`config.mk`:
```
export PLATFORM = sky130hd
export DESIGN_NAME = voice_fir_iir_channel_filter
export DESIGN_NICKNAME = d
export VERILOG_FILES = /design/src/sv/vfcf_pkg.sv /design/src/sv/vfcf_mac.sv /design/src/sv/voice_fir_iir_channel_filter.sv
export SDC_FILE = /design/constraint.sdc
export NUM_CORES = 2
export LEC_CHECK = 0
export ABC_CLOCK_PERIOD_IN_PS = 13780
export BUFFER_PORTS_ARGS = -buffer_cell sky130_fd_sc_hd__buf_4
export CORE_ASPECT_RATIO = 0.5
export CORE_MARGIN = 1.5
export CORE_UTILIZATION = 56
export CTS_CLUSTER_DIAMETER = 100
export DETAILED_ROUTE_END_ITERATION = 12
export PLACE_DENSITY = 0.71
export SYNTH_ARGS = -nofsm -noshare
export SYNTH_HDL_FRONTEND = slang
export SYNTH_SLANG_ARGS = --single-unit
```
`constraint.sdc`:
```
create_clock -name clk -period 13.78 [get_ports clk]
set_clock_uncertainty 0.2 [all_clocks]
set_input_delay 2.067 -clock clk [delete_from_list [all_inputs] [get_ports clk]]
set_output_delay 2.067 -clock clk [all_outputs]
set_load 0.02 [all_outputs]
```
`src/sv/vfcf_pkg.sv`:
```
package vfcf_pkg;

	localparam int unsigned SampleW   = 16;
	localparam int unsigned CoefW     = 16;
	localparam int unsigned AccW      = 32;
	localparam int unsigned AccShift  = 15;
	localparam int unsigned InDepth   = 8;
	localparam int unsigned OutDepth  = 4;
	localparam int unsigned NumTaps   = 8;
	localparam int unsigned ModeW     = 8;
	localparam int unsigned ModeFirBit = 5;
	localparam int unsigned CfgIdxW   = 3;
	localparam int unsigned CfgDataW  = 64;

	typedef logic signed [SampleW-1:0] sample_t;
	typedef logic signed [CoefW-1:0] coef_t;
	typedef logic [$clog2(InDepth)-1:0] in_ptr_t;
	typedef logic [$clog2(OutDepth)-1:0] out_ptr_t;
	typedef logic [$clog2(NumTaps)-1:0] tap_t;

	typedef enum logic [CfgIdxW-1:0] {
		CFG_FILTER_MODE       = 3'd0,
		CFG_FIR_TAPS_LOW      = 3'd1,
		CFG_FIR_TAPS_HIGH     = 3'd2,
		CFG_IIR_FORWARD_TAPS  = 3'd3,
		CFG_IIR_FEEDBACK_TAPS = 3'd4
	} cfg_reg_t;

	typedef enum logic [1:0] {
		ST_IDLE,
		ST_MAC,
		ST_ACC,
		ST_FIN
	} state_t;

	typedef struct packed {
		logic clear;
		logic mul_en;
		logic acc_en;
	} mac_ctrl_t;

	// Arithmetic shift by AccShift, then clamp to the signed sample range.
	function automatic sample_t saturate(input logic [AccW-1:0] acc);
		logic [AccW-AccShift-1:0] s;
		sample_t r;
		s = acc[AccW-1:AccShift];
		if (s[AccW-AccShift-1] != s[SampleW-1]) begin
			r = s[AccW-AccShift-1] ? {1'b1, {(SampleW-1){1'b0}}} : {1'b0, {(SampleW-1){1'b1}}};
		end else begin
			r = s[SampleW-1:0];
		end
		return r;
	endfunction

endpackage

```
`src/sv/vfcf_mac.sv`:
```
module vfcf_mac (
	input  logic                clk,
	input  vfcf_pkg::mac_ctrl_t ctrl,
	input  vfcf_pkg::coef_t     coef,
	input  vfcf_pkg::sample_t   data,
	output vfcf_pkg::sample_t   result
);

	logic signed [vfcf_pkg::AccW-1:0] product_s1;
	logic [vfcf_pkg::AccW-1:0]        acc_q;

	always_ff @(posedge clk) begin
		if (ctrl.mul_en) begin
			product_s1 <= coef * data;
		end
		if (ctrl.clear) begin
			acc_q <= '0;
		end else if (ctrl.acc_en) begin
			acc_q <= acc_q + vfcf_pkg::AccW'(unsigned'(product_s1));
		end
	end

	assign result = vfcf_pkg::saturate(acc_q);

endmodule

```
`src/sv/voice_fir_iir_channel_filter.sv`:
```
// Per-voice channel filter. Each transfer on the input channel carries one signed 16-bit
// sample and yields exactly one filtered sample on the output channel. A single 16x16
// multiplier with a 32-bit wrapping accumulator walks the eight taps one per cycle, so a
// filtered item passes through accept, eight taps, one accumulate and one finish step;
// its result is registered at the finish step and presented in the cycle after it. Bypass
// mode goes straight from accept to finish.
// The finish cycle waits if a previous result has not yet been taken. Configuration should
// only be written while no item is in flight; restart, taken with an input transfer, clears both histories.
module voice_fir_iir_channel_filter (
	input  logic                            clk,
	input  logic                            arst_n,
	input  logic                            cfg_we,
	input  logic [vfcf_pkg::CfgIdxW-1:0]    cfg_index,
	input  logic [vfcf_pkg::CfgDataW-1:0]   cfg_data,
	input  logic                            in_valid,
	output logic                            in_ready,
	input  vfcf_pkg::sample_t               sample_in,
	input  logic                            restart,
	output logic                            out_valid,
	input  logic                            out_ready,
	output vfcf_pkg::sample_t               sample_out
);

	logic [vfcf_pkg::ModeW-1:0]    filter_mode_q;
	logic [vfcf_pkg::CfgDataW-1:0] fir_taps_low_q;
	logic [vfcf_pkg::CfgDataW-1:0] fir_taps_high_q;
	logic [vfcf_pkg::CfgDataW-1:0] iir_forward_taps_q;
	logic [vfcf_pkg::CfgDataW-1:0] iir_feedback_taps_q;

	vfcf_pkg::sample_t in_hist_q [vfcf_pkg::InDepth];
	vfcf_pkg::sample_t out_hist_q [vfcf_pkg::OutDepth];
	vfcf_pkg::in_ptr_t wp_q;
	vfcf_pkg::tap_t    tap_q;
	vfcf_pkg::state_t  state_q, state_d;
	vfcf_pkg::sample_t sample_q;
	vfcf_pkg::sample_t sample_out_q;
	logic              out_valid_q;

	vfcf_pkg::mac_ctrl_t           mac_ctrl;
	logic [vfcf_pkg::CfgDataW-1:0] coef_bank;
	vfcf_pkg::coef_t               coef;
	vfcf_pkg::sample_t             data;
	vfcf_pkg::in_ptr_t             in_slot;
	vfcf_pkg::sample_t             mac_result;
	vfcf_pkg::sample_t             y;
	logic                          accept;
	logic                          fin_go;
	logic                          out_free;
	logic                          bypass;
	logic                          fir_mode;

	assign bypass   = (filter_mode_q == '0);
	assign fir_mode = filter_mode_q[vfcf_pkg::ModeFirBit];
	assign accept   = in_valid && in_ready;
	assign out_free = !out_valid_q || out_ready;

	always_ff @(posedge clk or negedge arst_n) begin
		if (!arst_n) begin
			filter_mode_q       <= '0;
			fir_taps_low_q      <= '0;
			fir_taps_high_q     <= '0;
			iir_forward_taps_q  <= '0;
			iir_feedback_taps_q <= '0;
		end else if (cfg_we) begin
			unique case (cfg_index)
				vfcf_pkg::CFG_FILTER_MODE: begin
					filter_mode_q <= cfg_data[vfcf_pkg::ModeW-1:0];
				end
				vfcf_pkg::CFG_FIR_TAPS_LOW:      fir_taps_low_q      <= cfg_data;
				vfcf_pkg::CFG_FIR_TAPS_HIGH:     fir_taps_high_q     <= cfg_data;
				vfcf_pkg::CFG_IIR_FORWARD_TAPS:  iir_forward_taps_q  <= cfg_data;
				vfcf_pkg::CFG_IIR_FEEDBACK_TAPS: iir_feedback_taps_q <= cfg_data;
				default: ;
			endcase
		end
	end

	// Operand select for the current tap. IIR feedback taps read the output ring in
	// fixed reverse order, which is the inverted low bits of the tap number.
	always_comb begin
		in_slot = wp_q - tap_q;
		if (fir_mode) begin
			coef_bank = tap_q[2] ? fir_taps_high_q : fir_taps_low_q;
			data      = in_hist_q[in_slot];
		end else if (!tap_q[2]) begin
			coef_bank = iir_forward_taps_q;
			data      = in_hist_q[in_slot];
		end else begin
			coef_bank = iir_feedback_taps_q;
			data      = out_hist_q[~tap_q[1:0]];
		end
		coef = coef_bank[{tap_q[1:0], 4'd0} +: vfcf_pkg::CoefW];
	end

	vfcf_mac u_mac (
		.clk    (clk),
		.ctrl   (mac_ctrl),
		.coef   (coef),
		.data   (data),
		.result (mac_result)
	);

	assign y = bypass ? sample_q : mac_result;

	always_ff @(posedge clk or negedge arst_n) begin
		if (!arst_n) begin
			state_q <= vfcf_pkg::ST_IDLE;
			tap_q   <= '0;
		end else begin
			state_q <= state_d;
			if (state_q == vfcf_pkg::ST_MAC) begin
				tap_q <= tap_q + 1'b1;
			end else begin
				tap_q <= '0;
			end
		end
	end

	always_comb begin
		state_d  = state_q;
		mac_ctrl = '0;
		in_ready = 1'b0;
		fin_go   = 1'b0;
		unique case (state_q)
			vfcf_pkg::ST_IDLE: begin
				in_ready = 1'b1;
				if (in_valid) begin
					mac_ctrl.clear = 1'b1;
					state_d = bypass ? vfcf_pkg::ST_FIN : vfcf_pkg::ST_MAC;
				end
			end
			vfcf_pkg::ST_MAC: begin
				mac_ctrl.mul_en = 1'b1;
				// The product of the previous tap lands in the accumulator.
				mac_ctrl.acc_en = (tap_q != '0);
				if (tap_q == vfcf_pkg::tap_t'(vfcf_pkg::NumTaps - 1)) begin
					state_d = vfcf_pkg::ST_ACC;
				end
			end
			vfcf_pkg::ST_ACC: begin
				mac_ctrl.acc_en = 1'b1;
				state_d = vfcf_pkg::ST_FIN;
			end
			vfcf_pkg::ST_FIN: begin
				if (out_free) begin
					fin_go  = 1'b1;
					state_d = vfcf_pkg::ST_IDLE;
				end
			end
			default: state_d = vfcf_pkg::ST_IDLE;
		endcase
	end

	always_ff @(posedge clk) begin
		if (accept) begin
			sample_q <= sample_in;
		end
		if (fin_go) begin
			sample_out_q <= y;
		end
	end

	always_ff @(posedge clk or negedge arst_n) begin
		if (!arst_n) begin
			in_hist_q  <= '{default: '0};
			out_hist_q <= '{default: '0};
			wp_q       <= '0;
		end else if (accept && restart) begin
			in_hist_q  <= '{default: '0};
			out_hist_q <= '{default: '0};
			wp_q       <= '0;
		end else if (fin_go) begin
			in_hist_q[wp_q] <= sample_q;
			wp_q            <= wp_q + 1'b1;
			if (!bypass && !fir_mode) begin
				out_hist_q[wp_q[$clog2(vfcf_pkg::OutDepth)-1:0]] <= y;
			end
		end
	end

	always_ff @(posedge clk or negedge arst_n) begin
		if (!arst_n) begin
			out_valid_q <= 1'b0;
		end else if (fin_go) begin
			out_valid_q <= 1'b1;
		end else if (out_ready) begin
			out_valid_q <= 1'b0;
		end
	end

	assign out_valid  = out_valid_q;
	assign sample_out = sample_out_q;

endmodule

```
# Word level (Yosys, flattened, before mapping)
# Index checks and enable logic that the tools add are counted.
# word_totals
ff_bits,561
input_bits,89
wordCells,119
output_inout_bits,18
# op_classes
n_bitwise,5
mux,42
multipliers,1
reduce_logical,23
shifts,1
n_eq_ne,12
order_cmp,6
add_sub_neg,4
# ops
operator,n
$mux 64,6
$mux 128,2
$mux 16,11
$bwmux 128,1
$bwmux 64,1
$shiftx 64x7->16,1
$bmux 16 s3,1
$demux 16 s3,1
$add 32x32->32,1
$bmux 16 s2,1
$demux 16 s2,1
$mul 16x16->32,1
$reduce_and 2->1,6
$mux 3,3
$ge 4x4->1 const B,2
$logic_not 8->1,1
$mux 1,8
$mux 2,4
$not 3->4,2
$pmux 2 s4,1
$add 3x1->3 const B,2
$eq 3x2->1 const B,2
$eq 3x3->1 const B,2
$ge 3x3->1 const B,2
other kinds (20),31

# Logic depth before layout (Yosys ltp)
# depth
depth_word,9
ltp_mapped,36
depth_no_buf,33

# Hierarchy
# From an unflattened synthesis, not the netlist that was laid out.
# hier_totals
hier_cells,3185
area_unflattened_um2,37185.7
# modules_own_cells
mod,area_per_inst_um2,n_inst,cells_per_inst,seq_area_each_um2
voice_fir_iir_channel_filter,23241.0,1,1672,12597.1
vfcf_mac,13944.6,1,1513,1601.5

# Least setup slack after synthesis
# No wires, ideal clock.
# synth_path
path_type,register to register
startpoint,reg tap_q[1]
endpoint,"reg u_mac.product_s1[31] (netlist name), data pin"
setup_time_ns,0.260
slack_ns,4.808
path_buffers,5
stages_incl_launch_ff,32
required_time_ns,13.320
arrival_time_ns,8.512
period_less_slack_ns,8.972
path_cell_list,dfrtp_1 > clkbuf_1 > inv_2 > clkbuf_1 > buf_1 > fa_1 > clkbuf_1 > mux4_2 > mux2i_1 > nor2_1 > a21oi_1 > clkbuf_1 > nor2_1 > fa_1 > fa_1 > fa_1 > fa_1 > fa_1 > inv_1 > fa_1 > inv_1 > ha_1 > a21o_1 > a21o_1 > a21o_1 > a21o_1 > a21oi_1 > a2bb2oi_1 > nand3_1 > a31o_2 > a21oi_1 > xnor2_1
# synth_via
elab_chain_len,8
elab_cells_between_ends,14
cone_classes,add/sub: 1; mul: 1; shift: 1; mux: 8; bitwise: 3
# synth_lines
item,line_no,source
from (decl),voice_fir_iir_channel_filter.sv:33,vfcf_pkg::tap_t tap_q;
from (signal assigned),voice_fir_iir_channel_filter.sv:112,tap_q <= tap_q + 1'b1;
$sub 3x3->3 or $not 2->2 (tied branches),"voice_fir_iir_channel_filter.sv:81, voice_fir_iir_channel_filter.sv:90",
$not 3->4 (implied by the code) or $not 2->3 (tied branches),"voice_fir_iir_channel_filter.sv:84, voice_fir_iir_channel_filter.sv:87, voice_fir_iir_channel_filter.sv:90",
$bmux 16 s3 or $bmux 16 s2 (tied branches),"voice_fir_iir_channel_filter.sv:84, voice_fir_iir_channel_filter.sv:87, voice_fir_iir_channel_filter.sv:90",
"$mux 16, on equally long branches (2 in series)","voice_fir_iir_channel_filter.sv:84, voice_fir_iir_channel_filter.sv:87, voice_fir_iir_channel_filter.sv:90",
$mux 16,voice_fir_iir_channel_filter.sv:85,end else if (!tap_q[2]) begin
$mux 16,voice_fir_iir_channel_filter.sv:82,if (fir_mode) begin
$mul 16x16->32 (*),vfcf_mac.sv:14,product_s1 <= coef * data;
to (signal assigned),vfcf_mac.sv:14,
to (decl),vfcf_mac.sv:9,logic signed [vfcf_pkg::AccW-1:0] product_s1;
# Every way passes the cells marked *; elsewhere a longest branch is shown, timed or not. The select of a mux whose other input is x is not followed.
# A chain may end at the register's enable or synchronous reset.

# Worst setup path in the final report
# layout_path
startpoint,reg wp_q[0]
endpoint,"reg u_mac.product_s1[31] (netlist name), data pin"
# layout_via
elab_chain_len,8
# layout_lines
item,line_no,source
from (decl),voice_fir_iir_channel_filter.sv:32,vfcf_pkg::in_ptr_t wp_q;
from (signal assigned),voice_fir_iir_channel_filter.sv:174,wp_q <= wp_q + 1'b1;
$sub 3x3->3 (*),voice_fir_iir_channel_filter.sv:81,in_slot = wp_q - tap_q;
$not 3->4 (implied by the code) (*),"voice_fir_iir_channel_filter.sv:84, voice_fir_iir_channel_filter.sv:87",
$bmux 16 s3 (*),"voice_fir_iir_channel_filter.sv:84, voice_fir_iir_channel_filter.sv:87",
$mux 16 (implied by the code) (*) (2 in series),"voice_fir_iir_channel_filter.sv:84, voice_fir_iir_channel_filter.sv:87",
$mux 16,voice_fir_iir_channel_filter.sv:85,
$mux 16 (*),voice_fir_iir_channel_filter.sv:82,
$mul 16x16->32 (*),vfcf_mac.sv:14,
# Marked as above.

==> impl_metrics.py <==
metrics = {
    "status": {
        "run_status": "completed",
    },
    "routing": {
        "viasPerCell": 5.901,
        "met3_length_um": 8285,
        "vias": 24610,
        "routed.top_layer": "met4",
        "dr_wl_met2_um": 40620,
        "postRouteAntennaNets": 0,
        "routedWlPerCell_um": 21.59,
        "wl_met1_um": 38810,
        "wl_um": 90040,
        "drcViolationCount": 0,
        "first_pass_iters": 5,
        "drt_iter0_drc": 2190,
    },
    "sta": {
        "finalHoldViolCount": 0,
        "maxSlewViolCount": 0,
        "fmax_ghz": 0.1030,
        "tns_ps": 0,
        "finalCritPeriodShare_pct": 70.46,
        "tightest_slew_ps": 1417,
        "slew_headroom_pct": 4.562,
        "setup_violations": 0,
        "min_period_ps": 9710,
        "rsz0062_at_grt": "no",
    },
    "worst_setup_path": {
        "critPathMaxFanout": 22,
        "critPathTopFamily": "adder cells",
        "reg2reg_depth": 26,
        "critPathLaunchType": "register",
        "cp-end-kind": "register",
        "rr_endpoint": "u_mac.product_s1[31]$_DFFE_PP_",
        "crit_top_cell": "fa_1",
        "r2r-start": "wp_q[0]$_DFFE_PN0P_",
        "cp_data_arrival_time_ps": 9870,
        "path_class": "reg2reg",
        "required_ps": 13940,
        "cpPeakStageDelay_ps": 770,
        "critical_path_buf_inv_count": 4,
        "critPathSlowestCell": "fa_1",
        "r2r_setup_slack_ps": 4070,
    },
    "floorplan": {
        "initial_utilization_pct": 56.66,
        "ios": 107,
        "core.rowCount": 65,
        "dieArea_um2": 65380,
        "coreArea_um2": 63030,
        "fp.dieH_um": 181.6,
        "die_w_um": 360.1,
    },
    "finish": {
        "fin_area_um2": 39210,
        "final_nets": 3768,
        "fin_util_pct": 62.21,
        "layout-drive-gt1-share_pct": 20.12,
        "nFillCells": 4934,
        "synthToLayoutAreaGrowth_pct": 9.800,
    },
    "min_path": {
        "hold_start": "u_mac.acc_q[11]$_SDFFE_PP0P_",
        "hp-class": "reg2reg",
        "min_to": "u_mac.acc_q[11]$_SDFFE_PP0P_",
        "min_path_cells": 2,
    },
    "grt": {
        "grt_max_degree": 151,
        "antenna_found_initial": 3,
        "grt_pass1_vias": 25300,
        "overflow": 0,
        "grt_pass1_wl_um": 143100,
        "grt.total_usage_pct": 28.06,
    },
    "yosys": {
        "synth_adder_area_share_pct": 19.27,
        "ys_seq_area_share_pct": 39.76,
        "synth_warnings": 0,
        "synth_top_family_by_area": "adder cells",
        "synth_cells": 3245,
        "synth-compound-area-share_pct": 7.113,
        "synthMuxAreaShare_pct": 16.34,
        "ys_async_sr_fraction_pct": 82.89,
        "netlist_area_um2": 35710,
        "synth.distinct_cells": 67,
        "synth-seq-cells": 561,
        "synth_xor_area_share_pct": 1.591,
        "ys.flop_type": "dfrtp_1",
        "synth_simple_gate_area_share_pct": 10.61,
        "synth_edf_count": 64,
        "syn_avg_cell_area_um2": 11.00,
        "syn-num-nets": 3725,
    },
    "flow_run": {
        "maxCapViolations": 0,
    },
    "cts": {
        "clk_pin_slew_ps": 70,
        "cts_hold_buf": 0,
        "cts_resized": 0,
        "cts_tree": "built",
        "htree_levels": 2,
        "cts_root_buf": "clkbuf_16",
        "numCtsBuffers": 51,
        "post_cts_buffers": 0,
        "cts.path.max_buffers": 3,
        "clock_latency_ps": 620,
        "clkSinkCount": 561,
    },
    "place": {
        "hpwl_um": 62920,
        "portBuffers": 106,
        "dpl_cell_area_um2": 37420,
        "gp_congestion": 0.8841,
    },
}
-- cell type report --
| type | count | area [um2] | area share (%) |
|---|---|---|---|
| Antenna cell | 3 | 7.507 | 0.01915 |
| Clock buffer | 69 | 1455 | 3.711 |
| Multi-Input combinational cell | 2190 | 19740 | 50.36 |
| Tap cell | 837 | 1047 | 2.671 |
| Inverter | 329 | 1235 | 3.150 |
| Timing Repair Buffer | 155 | 1184 | 3.019 |
| Sequential cell | 561 | 14210 | 36.24 |
| Clock inverter | 26 | 329.1 | 0.8393 |
-- registers in the layout, summed over array words and instances (netlist names), 8 cells and up --
name / flops
iir_feedback_taps_q: 64
sample_q: 16
out_hist_q: 64
sample_out: 16
u_mac.product_s1: 32
in_hist_q: 128
fir_taps_low_q: 64
u_mac.acc_q: 32
fir_taps_high_q: 64
iir_forward_taps_q: 64
filter_mode_q: 8
-- synth_stat cells (12+ instances only) --
| library cell | n | share of area [%] |
|---|---|---|
| nor2b_1 | 66 | 1.2 |
| ha_1 | 126 | 4.4 |
| o21a_1 | 12 | 0.25 |
| o21ai_0 | 110 | 1.5 |
| dfxtp_1 | 32 | 1.8 |
| fa_1 | 265 | 15 |
| inv_1 | 325 | 3.4 |
| mux2_2 | 264 | 8.3 |
| nand2b_1 | 32 | 0.56 |
| buf_2 | 32 | 0.45 |
| clkbuf_1 | 121 | 1.3 |
| nand2_1 | 532 | 5.6 |
| dfrtp_1 | 465 | 33 |
| a21oi_1 | 234 | 3.3 |
| edfxtp_1 | 64 | 5.4 |
| xnor2_1 | 48 | 1.2 |
| xor2_1 | 15 | 0.37 |
| a21o_1 | 27 | 0.57 |
| o21ai_1 | 18 | 0.25 |
| mux2i_1 | 17 | 0.48 |
| nor3_1 | 16 | 0.22 |
| nor2_1 | 147 | 1.5 |
| and2_1 | 16 | 0.28 |
| nand3_1 | 25 | 0.35 |
| mux4_2 | 119 | 7.5 |
-- routing by layer --
metal	GRT usage, %	up-vias
li1	-	10890
met1	40.17	12730
met2	42.70	846
met3	7.490	146
met4	7.458	0
met5	0	-
-- cells by family (layout without fill, tap and decap cells) --
family,Yosys count,count (layout)
XOR/XNOR,64,64
other,0,3
multiplexers,401,401
AO/OA/AOI/OAI,452,452
adder cells (fa/ha/maj),391,391
buffers and inverters,494,579
flip-flops,561,561
AND/OR/NAND/NOR,882,882
-- worst min-delay path, cell delays in order, from the launching register on --
cell and delay (ps):
dfxtp_1 310, nand2_1 50, a21oi_1 50
-- cells in the final DEF, fill, tap and decap left out, types with 119 or more instances in the layout --
cell	netlist	layout
buf_4	1	153
nor2_1	147	144
fa_1	265	265
a21oi_1	234	228
mux2_2	264	264
inv_1	325	324
nand2_1	532	532
ha_1	126	125
mux4_2	119	119
dfrtp_1	465	462
-- metrics by stage --
| step | setup slack (ps) | cells | hold WS (ps) |
|---|---|---|---|
| floorplan | 4808 | 3245 | 236.2 |
| global placement | 4290 | 4072 | 242.9 |
| detailed placement | 4105 | 4072 | 252.1 |
| CTS | 4084 | 4167 | 261.2 |
| global route | 3557 | 4168 | 281.4 |
| finish | 4070 | 4170 | 257.5 |
-- worst max-delay path by stage --
| stage | from | to | slack, ps | cells after the start |
|---|---|---|---|---|
| floorplan | tap_q[1]$_DFF_PN0_ | u_mac.product_s1[31]$_DFFE_PP_ | 4810 | 31 |
| global route | wp_q[0]$_DFFE_PN0P_ | u_mac.product_s1[31]$_DFFE_PP_ | 3560 | 26 |
| CTS | wp_q[0]$_DFFE_PN0P_ | u_mac.product_s1[31]$_DFFE_PP_ | 4080 | 26 |
| detailed placement | wp_q[0]$_DFFE_PN0P_ | u_mac.product_s1[31]$_DFFE_PP_ | 4100 | 26 |
| finish | wp_q[0]$_DFFE_PN0P_ | u_mac.product_s1[31]$_DFFE_PP_ | 4070 | 26 |
| global placement | wp_q[0]$_DFFE_PN0P_ | u_mac.product_s1[31]$_DFFE_PP_ | 4290 | 26 |
Power is left out: the tool's default activity adds up to more than one toggle a clock period on the data nets, which glitch-free logic cannot reach.
